## src/rtl/dpd_pkg.sv

```systemverilog
package dpd_pkg;

	localparam logic [7:0] START_CHAR = 8'h24;
	localparam logic [7:0] CHECK_CHAR = 8'h23;
	localparam logic [15:0] LENGTH_MAX = 16'hFFFF;

	typedef enum logic {
		KIND_PAYLOAD = 1'b0,
		KIND_END     = 1'b1
	} kind_t;

	typedef struct packed {
		kind_t       kind;
		logic [7:0]  data_byte;
		logic        packet_ok;
		logic [15:0] payload_length;
		logic [7:0]  computed_checksum;
		logic [7:0]  received_checksum;
	} result_t;

	function automatic logic [3:0] hex_value(input logic [7:0] c);
		logic [3:0] v;
		v = 4'd0;
		if (c >= 8'h30 && c <= 8'h39) begin
			v = 4'(c - 8'h30);
		end else if (c >= 8'h61 && c <= 8'h66) begin
			v = 4'(c - 8'h57);
		end else if (c >= 8'h41 && c <= 8'h46) begin
			v = 4'(c - 8'h37);
		end
		return v;
	endfunction

endpackage

```

## src/rtl/dpd_if.sv

```systemverilog
interface dpd_byte_if;
	logic       valid;
	logic       ready;
	logic [7:0] rx_byte;

	modport source (output valid, output rx_byte, input ready);
	modport sink (input valid, input rx_byte, output ready);
endinterface

interface dpd_result_if;
	logic        valid;
	logic        ready;
	logic        kind;
	logic [7:0]  data_byte;
	logic        packet_ok;
	logic [15:0] payload_length;
	logic [7:0]  computed_checksum;
	logic [7:0]  received_checksum;

	modport source (output valid, output kind, output data_byte, output packet_ok,
		output payload_length, output computed_checksum, output received_checksum,
		input ready);
	modport sink (input valid, input kind, input data_byte, input packet_ok,
		input payload_length, input computed_checksum, input received_checksum,
		output ready);
endinterface

```

## src/rtl/debug_packet_deframer_unit.sv

```systemverilog
// A word accepted on rx is held in byte_s1; its result moves into result_q, shown on res, once res is free.
// Throughput: one word per cycle while res is not stalled; the running sum and length update as each word advances.
// Words outside a packet (the start character too), the checksum marker and the first checksum digit give no result.
// Reset is asynchronous and active low; it clears the framing state and both valid flags.
// After reset the block is outside a packet and waits for the start character.
module debug_packet_deframer_unit (
	input  logic clk,
	input  logic arst_n,
	dpd_byte_if.sink     rx,
	dpd_result_if.source res
);
	import dpd_pkg::*;

	logic        valid_s1;
	logic [7:0]  byte_s1;

	logic        in_packet_q;
	logic [1:0]  digits_q;
	logic [7:0]  chk_q;
	logic [7:0]  sum_q;
	logic [15:0] len_q;

	logic        in_packet_d;
	logic [1:0]  digits_d;
	logic [7:0]  chk_d;
	logic [7:0]  sum_d;
	logic [15:0] len_d;
	logic        hit_d;
	result_t     result_d;
	result_t     result_q;
	logic        res_valid_q;

	logic        out_free;
	logic        advance;
	logic [3:0]  digit;

	assign out_free = !res_valid_q || res.ready;
	assign advance  = valid_s1 && out_free;
	assign rx.ready = !valid_s1 || out_free;
	assign digit    = hex_value(byte_s1);

	always_ff @(posedge clk or negedge arst_n) begin
		if (!arst_n) begin
			valid_s1 <= 1'b0;
		end else if (rx.ready) begin
			valid_s1 <= rx.valid;
		end
	end

	always_ff @(posedge clk) begin
		if (rx.ready && rx.valid) begin
			byte_s1 <= rx.rx_byte;
		end
	end

	always_comb begin
		in_packet_d = in_packet_q;
		digits_d    = digits_q;
		chk_d       = chk_q;
		sum_d       = sum_q;
		len_d       = len_q;
		hit_d       = 1'b0;
		result_d    = '0;
		priority if (!in_packet_q) begin
			if (byte_s1 == START_CHAR) begin
				in_packet_d = 1'b1;
				digits_d    = 2'd0;
				chk_d       = 8'd0;
				sum_d       = 8'd0;
				len_d       = 16'd0;
			end
		end else if (byte_s1 == CHECK_CHAR) begin
			chk_d    = 8'd0;
			digits_d = 2'd2;
		end else if (digits_q != 2'd0) begin
			digits_d = digits_q - 2'd1;
			if (digits_d != 2'd0) begin
				chk_d = {digit, 4'd0};
			end else begin
				chk_d                      = chk_q | {4'd0, digit};
				in_packet_d                = 1'b0;
				hit_d                      = 1'b1;
				result_d.kind              = KIND_END;
				result_d.packet_ok         = (chk_d == sum_q);
				result_d.payload_length    = len_q;
				result_d.computed_checksum = sum_q;
				result_d.received_checksum = chk_d;
			end
		end else begin
			len_d                      = (len_q == LENGTH_MAX) ? len_q : len_q + 16'd1;
			sum_d                      = sum_q + byte_s1;
			hit_d                      = 1'b1;
			result_d.kind              = KIND_PAYLOAD;
			result_d.data_byte         = byte_s1;
			result_d.payload_length    = len_d;
			result_d.computed_checksum = sum_d;
		end
	end

	always_ff @(posedge clk or negedge arst_n) begin
		if (!arst_n) begin
			in_packet_q <= 1'b0;
			digits_q    <= 2'd0;
			chk_q       <= 8'd0;
			sum_q       <= 8'd0;
			len_q       <= 16'd0;
			res_valid_q <= 1'b0;
		end else begin
			if (advance) begin
				in_packet_q <= in_packet_d;
				digits_q    <= digits_d;
				chk_q       <= chk_d;
				sum_q       <= sum_d;
				len_q       <= len_d;
			end
			if (advance && hit_d) begin
				res_valid_q <= 1'b1;
			end else if (res.ready) begin
				res_valid_q <= 1'b0;
			end
		end
	end

	always_ff @(posedge clk) begin
		if (advance && hit_d) begin
			result_q <= result_d;
		end
	end

	assign res.valid             = res_valid_q;
	assign res.kind              = result_q.kind;
	assign res.data_byte         = result_q.data_byte;
	assign res.packet_ok         = result_q.packet_ok;
	assign res.payload_length    = result_q.payload_length;
	assign res.computed_checksum = result_q.computed_checksum;
	assign res.received_checksum = result_q.received_checksum;

	a_digits_range: assert property (@(posedge clk) disable iff (!arst_n)
		digits_q != 2'd3) else $error("checksum digit count out of range");

	a_digits_in_packet: assert property (@(posedge clk) disable iff (!arst_n)
		digits_q != 2'd0 |-> in_packet_q) else $error("checksum phase outside a packet");

	a_end_ok: assert property (@(posedge clk) disable iff (!arst_n)
		res_valid_q && result_q.kind == KIND_END |->
		result_q.packet_ok == (result_q.computed_checksum == result_q.received_checksum)
		&& result_q.data_byte == 8'd0) else $error("packet end word inconsistent");

	a_payload_fields: assert property (@(posedge clk) disable iff (!arst_n)
		res_valid_q && result_q.kind == KIND_PAYLOAD |->
		!result_q.packet_ok && result_q.received_checksum == 8'd0
		&& result_q.payload_length != 16'd0) else $error("payload word inconsistent");

endmodule

```

## src/flat_wrapper.sv

```systemverilog
// flat-port wrapper written by rule: the top's interface ports become plain ports
module debug_packet_deframer_unit_flat import dpd_pkg::*;
  (clk, arst_n, rx_valid, rx_rx_byte, rx_ready, res_valid, res_kind, res_data_byte, res_packet_ok, res_payload_length, res_computed_checksum, res_received_checksum, res_ready);
  dpd_byte_if rx_i ();
  dpd_result_if res_i ();
  input  logic clk;
  input  logic arst_n;
  input wire logic [$bits(rx_i.valid)-1:0] rx_valid;
  input wire logic [$bits(rx_i.rx_byte)-1:0] rx_rx_byte;
  output wire logic [$bits(rx_i.ready)-1:0] rx_ready;
  output wire logic [$bits(res_i.valid)-1:0] res_valid;
  output wire logic [$bits(res_i.kind)-1:0] res_kind;
  output wire logic [$bits(res_i.data_byte)-1:0] res_data_byte;
  output wire logic [$bits(res_i.packet_ok)-1:0] res_packet_ok;
  output wire logic [$bits(res_i.payload_length)-1:0] res_payload_length;
  output wire logic [$bits(res_i.computed_checksum)-1:0] res_computed_checksum;
  output wire logic [$bits(res_i.received_checksum)-1:0] res_received_checksum;
  input wire logic [$bits(res_i.ready)-1:0] res_ready;
  assign rx_i.valid = rx_valid;
  assign rx_i.rx_byte = rx_rx_byte;
  assign rx_ready = rx_i.ready;
  assign res_valid = res_i.valid;
  assign res_kind = res_i.kind;
  assign res_data_byte = res_i.data_byte;
  assign res_packet_ok = res_i.packet_ok;
  assign res_payload_length = res_i.payload_length;
  assign res_computed_checksum = res_i.computed_checksum;
  assign res_received_checksum = res_i.received_checksum;
  assign res_i.ready = res_ready;
  debug_packet_deframer_unit u_core (.clk(clk), .arst_n(arst_n), .rx(rx_i), .res(res_i));
endmodule
```

## config.mk

```make
export PLATFORM = sky130hd
export DESIGN_NAME = debug_packet_deframer_unit_flat
export DESIGN_NICKNAME = d
export VERILOG_FILES = /design/src/rtl/dpd_pkg.sv /design/src/rtl/dpd_if.sv /design/src/rtl/debug_packet_deframer_unit.sv /design/src/flat_wrapper.sv
export SDC_FILE = /design/constraint.sdc
export NUM_CORES = 1
export LEC_CHECK = 0
export BUFFER_PORTS_ARGS = -buffer_cell sky130_fd_sc_hd__buf_2
export CORE_UTILIZATION = 55
export DETAILED_ROUTE_END_ITERATION = 10
export GPL_ROUTABILITY_DRIVEN = 0
export PLACE_DENSITY = 0.76
export SYNTH_ARGS = -nofsm -noshare
export SYNTH_HDL_FRONTEND = slang
export SYNTH_SLANG_ARGS = --single-unit
export TNS_END_PERCENT = 1
```

## constraint.sdc

```tcl
create_clock -name clk -period 10.41 [get_ports clk]
set_input_delay 0 -clock clk [delete_from_list [all_inputs] [get_ports clk]]
set_output_delay 0 -clock clk [all_outputs]
set_load 0.005 [all_outputs]
```

After elaboration in Yosys (flattened, before gate mapping)
Cells that the tools add are included.
- bits in registers: 87
- bits in latches: 0
- bits in writable memories: 0
- memory bits (read-only): 0
- memories kept: 0
- add/sub/neg operators: 6
- multiply operators: 0
- divide/modulo/power cells: 0
- magnitude comparators: 6
- eq/ne operators: 7
- shifts and indexed selects: 0
- mux-type cells: 33
- bitwise operators: 3
- reductions and logical operators: 20
- operator list (operator ; count):
    $mux 16 ; 5
    $mux 8 ; 8
    $mux 32 ; 1
    $mux 24 ; 1
    $add 16x1->16 const B ; 1
    $eq 16x16->1 const B ; 1
    $eq 8x6->1 const B ; 2
    $ge 8x7->1 const B ; 2
    $le 8x7->1 const B ; 2
    $mux 4 ; 3
    $mux 1 ; 11
    $add 8x8->8 ; 1
    $eq 8x8->1 ; 1
    $ge 8x6->1 const B ; 1
    $le 8x6->1 const B ; 1
    $mux 2 ; 4
    $or 8x4->8 ; 1
    $reduce_bool 2->1 ; 4
    $sub 4x3->4 const B ; 2
    $logic_and 1x1->1 ; 6
    $reduce_or 3->1 ; 2
    $ne 2x2->1 const B ; 2
    $reduce_and 4->1 ; 1
    $reduce_or 4->1 ; 1
    other kinds (8) ; 11

Logic depth before layout (Yosys ltp)
Gate-level depths: netlist (run 1).
- word-level depth: 10
- depth in mapped cells: 8

Least setup slack after synthesis (run 1)
No wires, ideal clock.
- kind: register to register
- start: reg u_core.byte_s1[1]
- end: reg u_core.result_q (netlist bit u_core.res.computed_checksum[0]), enable pin
- library setup time: 0.493 ns
- data arrival time: 4.087 ns
- slack: 5.830 ns
- stages on the path, launching flop included: 5
- period minus slack after synthesis: 4.580 ns
- path through: edfxtp_1 ha_1 nand2b_1 o31ai_4 nor3_1
- cells in the longest elaborated chain, start to end: 4
- ends and longest elaborated chain (what ; RTL line ; text):
    start, declared ; debug_packet_deframer_unit.sv:15 ; logic [7:0] byte_s1;
    start signal, assigned ; debug_packet_deframer_unit.sv:52 ; byte_s1 <= rx.rx_byte;
    $eq 8x6->1 ; debug_packet_deframer_unit.sv:72 ; end else if (byte_s1 == CHECK_CHAR) begin
    $mux 1 ; debug_packet_deframer_unit.sv:72 ;
    $mux 1 ; debug_packet_deframer_unit.sv:64 ; priority if (!in_packet_q) begin
    $logic_and 1x1->1 ; debug_packet_deframer_unit.sv:125 ; if (advance && hit_d) begin
    end signal, assigned ; debug_packet_deframer_unit.sv:126 ; result_q <= result_d;
    end, declared ; debug_packet_deframer_unit.sv:30 ; result_t result_q;
Every way passes these cells.
A chain may end at the register's enable or synchronous reset.

Final worst setup path (run 1)
- start: reg u_core.byte_s1[0]
- end: reg u_core.result_q (netlist bit u_core.res.payload_length[10]), enable pin
Same word-level chain as after synthesis.

==> results of run 1 <==
-- worst max-delay path, cell delays in order, from the launching register on --
cell	delay, ns
edfxtp_1	0.51
ha_1	0.30
nand2b_1	0.31
o31ai_4	0.15
nor3_2	0.88
buf_4	0.51
-- placed cells by master, fill, tap and decap left out, drive strengths merged, types with 3 or more instances in the layout --
cell type and n:
a32o 5, nand3 15, a211oi 3, xnor2 10
dfrtp 37, buf 57, nor4 3, clkbuf 10
bufinv 3, a31oi 19, nor2b 5, a31o 5
o21ai 24, a41oi 5, nor2 21, nand2b 7
a21o 7, and2 5, ha 15, nor3 6
and3 12, inv 16, o31ai 6, nand4 5
xor2 4, a21oi 37, a311oi 4, or3 4
dlygate4sd3 11, o2bb2ai 7, nand3b 3, nand2 28
edfxtp 50, a22o 13
-- cell families (layout without fill, tap and decap cells) --
family,Yosys count,count (layout),share of synthesized area
XOR/XNOR,14,14,0.0256
adder cells (fa/ha/maj),16,16,0.0433
buffers and inverters,37,100,0.0357
multiplexers,1,1,0.00209
flip-flops,87,87,0.506
AND/OR/NAND/NOR,125,125,0.151
AO/OA/AOI/OAI,153,153,0.236
-- metal layers --
metal / routed length, um / track usage / up-vias
li1: - / - / 1792
met1: 5360 / 0.402 / 1953
met2: 5430 / 0.426 / 183
met3: 891 / 0.0526 / 17
met4: 142 / 0.0770 / 0
met5: 0 / 0 / -
-- metrics by stage --
step,cell area (um2),hold slack [ns],util,setup WS [ns],cells
5_1_grt,5470,0.0262,0.656,7.22,601
4_1_cts,5470,0.00526,0.656,7.35,601
3_5_place_dp,5120,0.179,0.614,7.43,574
3_3_place_gp,5120,0.169,0.614,7.58,574
6_report,5470,0.0000907,0.656,7.38,601
2_1_floorplan,4790,-0.296,-,5.83,433
-- layout make-up --
type                    instances  area (um2)  share of cell area
repair buffers                 68         400              0.0732
inverters                      16        60.1              0.0110
clock inverters                 6         110              0.0201
well taps                     105         131              0.0240
multi-input cells             309        2210               0.404
flip-flops and latches         87        2430               0.444
clock buffers                  10         128              0.0233
-- sequential cells by signal, indices dropped and copies added (netlist names), 8 cells and up --
name and cells:
u_core.byte_s1 8, u_core.chk_q 8, u_core.len_q 16, u_core.res.computed_checksum 8
u_core.res.data_byte 8, u_core.res.payload_length 16, u_core.res.received_checksum 8, u_core.sum_q 8
-- what timing repair did --
| action | in CTS | in global routing |
|---|---|---|
| hold endpoints to repair | 46 | 0 |
| hold buffers | 11 | 0 |
| setup endpoints to repair | 0 | 0 |
-- worst paths after layout --
kind,startpoint,to,slack (ns)
max in group asynchronous,arst_n,u_core.sum_q[1],9.53
worst max register to register,u_core.byte_s1[0],u_core.res.payload_length[10],7.38
worst min register to register,u_core.chk_q[1],u_core.chk_q[1],0.54
worst max-delay path,u_core.byte_s1[0],u_core.res.payload_length[10],7.38
min in group asynchronous,arst_n,u_core.len_q[7],0.31
worst min-delay path,res_ready,u_core.res.valid,0.00009
-- power by group --
| part | internal [mW] | switching (mW) | leakage (nW) | total (mW) |
|---|---|---|---|---|
| clock network | 0.159 | 0.120 | 0.114 | 0.279 |
| registers | 0.411 | 0.0490 | 0.993 | 0.460 |
| logic | 0.109 | 0.163 | 1.07 | 0.272 |
| total | 0.680 | 0.332 | 2.18 | 1.01 |
==> flow_metrics.py, run 1 <==
metrics = {
    "global_route": {
        "grt_overflow": 0,
        "first_global_vias": 3648,
        "antenna_found_initial": 0,
        "grt_start_max_net_pins": 38,
        "track_usage": 0.278,
        "grt_pass1_wl_mm": 18.7,
    },
    "logic_synthesis": {
        "yosysTopAreaCell": "edfxtp_1",
        "ys_seq_area_frac": 0.506,
        "syn_nets": 461,
        "synth.top_cells.by_area": "edfxtp_1 (31%), dfrtp_1 (19%), ha_1 (3.9%)",
        "synth_seq_cells": 87,
        "synth.most_common_cell": "edfxtp_1",
        "synth_common_cells": "edfxtp_1 (50), a21oi_1 (37), dfrtp_1 (37), nand2_1 (27), o21ai_0 (20)",
        "yosysUniqueCellTypes": 70,
        "syn_area_um2": 4790,
        "synthCells": 433,
        "async_flop_share": 0.425,
        "netlist.area_leader.share": 0.313,
        "synth_top_flop_cell": "edfxtp_1",
        "avgSynthCellArea_um2": 11.1,
        "synth_edf_count": 50,
        "ys_warn_count": 0,
    },
    "cells_and_area": {
        "fin_nets": 519,
        "n_antenna_cell": 0,
        "drive_gt1_frac": 0.206,
        "num-fill-cells": 659,
        "syn2layout_area_growth_pct": 14.1,
    },
    "pwr": {
        "cellPowerDensity_nw_per_um2": 185,
        "p_leak_nw": 2.18,
        "peakVddDrop_mv": 0.101,
        "fin_total_pwr_mw": 1.01,
    },
    "floorplanning": {
        "io_pins": 56,
        "core_um2": 8340,
        "die_y_um": 95.4,
        "fp-row-count": 33,
        "die_x_um": 95.4,
        "die_area_um2": 9090,
        "start_util": 0.575,
    },
    "sta": {
        "fin_worst_skew_ns": 0.0143,
        "setup-violations-final": 0,
        "rsz0062_at_grt": "false",
        "tightest_slew_ns": 1.14,
        "finalHoldViolCount": 0,
        "period_minus_slack_ns": 3.03,
        "fin_tns_setup_ns": 0,
        "relSlewSlack": 0.240,
        "period_share": 0.291,
        "fmax_mhz": 330,
        "maxSlewViolCount": 0,
    },
    "drt": {
        "drt_first_pass_iters": 5,
        "drtIter0Drc": 369,
        "wl_per_cell_um": 19.7,
        "totalWireLength_mm": 11.8,
        "ant_nets": 0,
        "drc": 0,
        "routed-via-count": 3945,
        "viasPerCell": 6.56,
    },
    "worst_hold_path": {
        "holdPathStages": 3,
        "hp-class": "primary input to flop",
    },
    "clock_network": {
        "h-tree-depth": 3,
        "clock_path_buffers": 2,
        "cts_tree": "yes",
        "clock_latency_ns": 0.36,
        "cts_buffers": 9,
        "cts_setup_buffers": 0,
        "clk_pin_slew_ns": 0.09,
        "cts_root_buf": "clkbuf_8",
        "cts.sinks": 87,
        "cts_resized": 0,
    },
    "run": {
        "maxCapViolCount": 0,
    },
    "critical_path": {
        "crit_fanout": 31,
        "crit_arrival_ns": 3.05,
        "worst_setup_path_end_kind": "flop",
        "start_kind": "flop",
        "path_class": "flop to flop",
        "crit_required_ns": 10.43,
        "reg2reg_depth": 5,
    },
    "placement": {
        "place.port_buffers": 55,
        "post-dp-hpwl_mm": 8.00,
    },
    "outcome": {
        "status": "finished, final reports clean",
    },
}
Power figures use the tool's default switching activity.
==> run 2, diff against run 1 <==
Clock period 10.41 ns to 3.14 ns, I/O delays scaled along.
==> flow_metrics.py, run 2 (synthesis gave the netlist of run 1 again) <==
metrics = {
    "drt": {
        "routed-via-count": 4008,
        "wl_per_cell_um": 19.3,
        "viasPerCell": 6.54,
        "drc": 0,
        "totalWireLength_mm": 11.8,
        "drtIter0Drc": 420,
        "drt_first_pass_iters": 5,
        "ant_nets": 0,
    },
    "critical_path": {
        "critical-path-top-delay-family": "simple AND/OR/NAND/NOR gates",
        "worst-path-buf-inv": 1,
        "max_stage_delay_ns": 0.60,
        "path_class": "flop to flop",
        "crit_required_ns": 3.15,
        "crit_arrival_ns": 2.73,
        "cp_cell_sequence": "ha_1 -> nand2b_1 -> o31ai_4 -> nor3_4 -> buf_4",
        "worst_setup_path_end_kind": "flop",
        "critPathSlowestCell": "nor3_4",
        "start_kind": "flop",
        "crit_fanout": 29,
    },
    "placement": {
        "place_inst": 585,
        "pre_cts_ws_ns": 0.438,
        "place_area_um2": 5200,
        "place.port_buffers": 55,
        "post-dp-hpwl_mm": 8.20,
    },
    "pwr": {
        "peakVddDrop_mv": 0.320,
        "cellPowerDensity_nw_per_um2": 579,
        "p_leak_nw": 2.22,
        "fin_total_pwr_mw": 3.19,
    },
    "sta": {
        "tightest_slew_ns": 0.918,
        "period_share": 0.865,
        "finalHoldViolCount": 0,
        "fmax_mhz": 368,
        "fin_worst_skew_ns": 0.0138,
        "fin_hold_ws_ns": 0.309,
        "relSlewSlack": 0.388,
        "rsz0062_at_grt": "false",
        "setup_slack_ns": 0.425,
        "setup-violations-final": 0,
        "fin_tns_setup_ns": 0,
        "maxSlewViolCount": 0,
        "period_minus_slack_ns": 2.72,
    },
    "floorplanning": {
        "die_y_um": 95.4,
        "fp-row-count": 33,
        "core_um2": 8340,
        "start_util": 0.575,
        "die_x_um": 95.4,
        "die_area_um2": 9090,
        "io_pins": 56,
    },
    "global_route": {
        "antenna_found_initial": 0,
        "first_global_vias": 3712,
        "grt_overflow": 0,
        "met2_usage": 0.424,
        "track_usage": 0.278,
        "grt_pass1_wl_mm": 18.8,
        "grt_start_max_net_pins": 38,
        "use_met1": 0.402,
        "met3_usage": 0.0415,
        "top_usage_layer": "met2",
    },
    "clock_network": {
        "cts.sinks": 87,
        "cts_hold_buf": 12,
        "h-tree-depth": 3,
        "clock_latency_ns": 0.36,
        "cts_tree": "yes",
        "cts_buffers": 9,
        "clock_path_buffers": 2,
        "cts_root_buf": "clkbuf_8",
        "cts_resized": 0,
        "clk_pin_slew_ns": 0.09,
        "cts_setup_buffers": 0,
    },
    "worst_hold_path": {
        "hp-class": "primary input to asynchronous set/reset pin",
    },
    "cells_and_area": {
        "n_antenna_cell": 0,
        "num-fill-cells": 652,
        "final_cells": 613,
        "drive_gt1_frac": 0.222,
        "utilization": 0.661,
        "final_area_um2": 5510,
        "layout_commonest_cell": "buf_2",
        "syn2layout_area_growth_pct": 14.9,
        "fin_nets": 531,
        "final_cell_mix": "buf_2 (55), edfxtp_1 (50), a21oi_1 (37), dfrtp_1 (37), nand2_1 (27)",
    },
    "run": {
        "maxCapViolCount": 0,
    },
    "outcome": {
        "status": "finished, final reports clean",
    },
}
-- run 2: worst paths after layout --
path	start	end	slack, ns	cells past startpoint
min in group clk	rx_rx_byte[5]	u_core.byte_s1[5]	0.34	2
worst min register to register	u_core.chk_q[5]	u_core.chk_q[5]	0.55	1
worst min-delay path	arst_n	u_core.chk_q[6]	0.31	2
worst max register to register	u_core.byte_s1[0]	u_core.res.computed_checksum[1]	0.42	5
max in group asynchronous	arst_n	u_core.len_q[3]	2.25	2
worst max-delay path	u_core.byte_s1[0]	u_core.res.computed_checksum[1]	0.42	5
-- run 2: area by class of cell --
class	instances	area (um2)	area share
clock inverters	4	30.0	0.00545
flip-flops and latches	87	2430	0.441
multi-input cells	309	2210	0.402
well taps	105	131	0.0238
repair buffers	80	493	0.0895
clock buffers	12	155	0.0282
inverters	16	60.1	0.0109
-- run 2: power breakdown --
group | switching [mW] | internal [mW] | total, mW | leakage (nW)
registers | 0.137 | 1.36 | 1.50 | 0.993
clock network | 0.405 | 0.333 | 0.738 | 0.0926
logic | 0.569 | 0.385 | 0.954 | 1.13
total | 1.11 | 2.08 | 3.19 | 2.22
-- run 2: layer usage --
metal / vias up / routed length, um
met2: 229 / 5520
met4: 0 / 191
met3: 22 / 1070
met1: 1940 / 5070
met5: - / 0
li1: 1817 / -
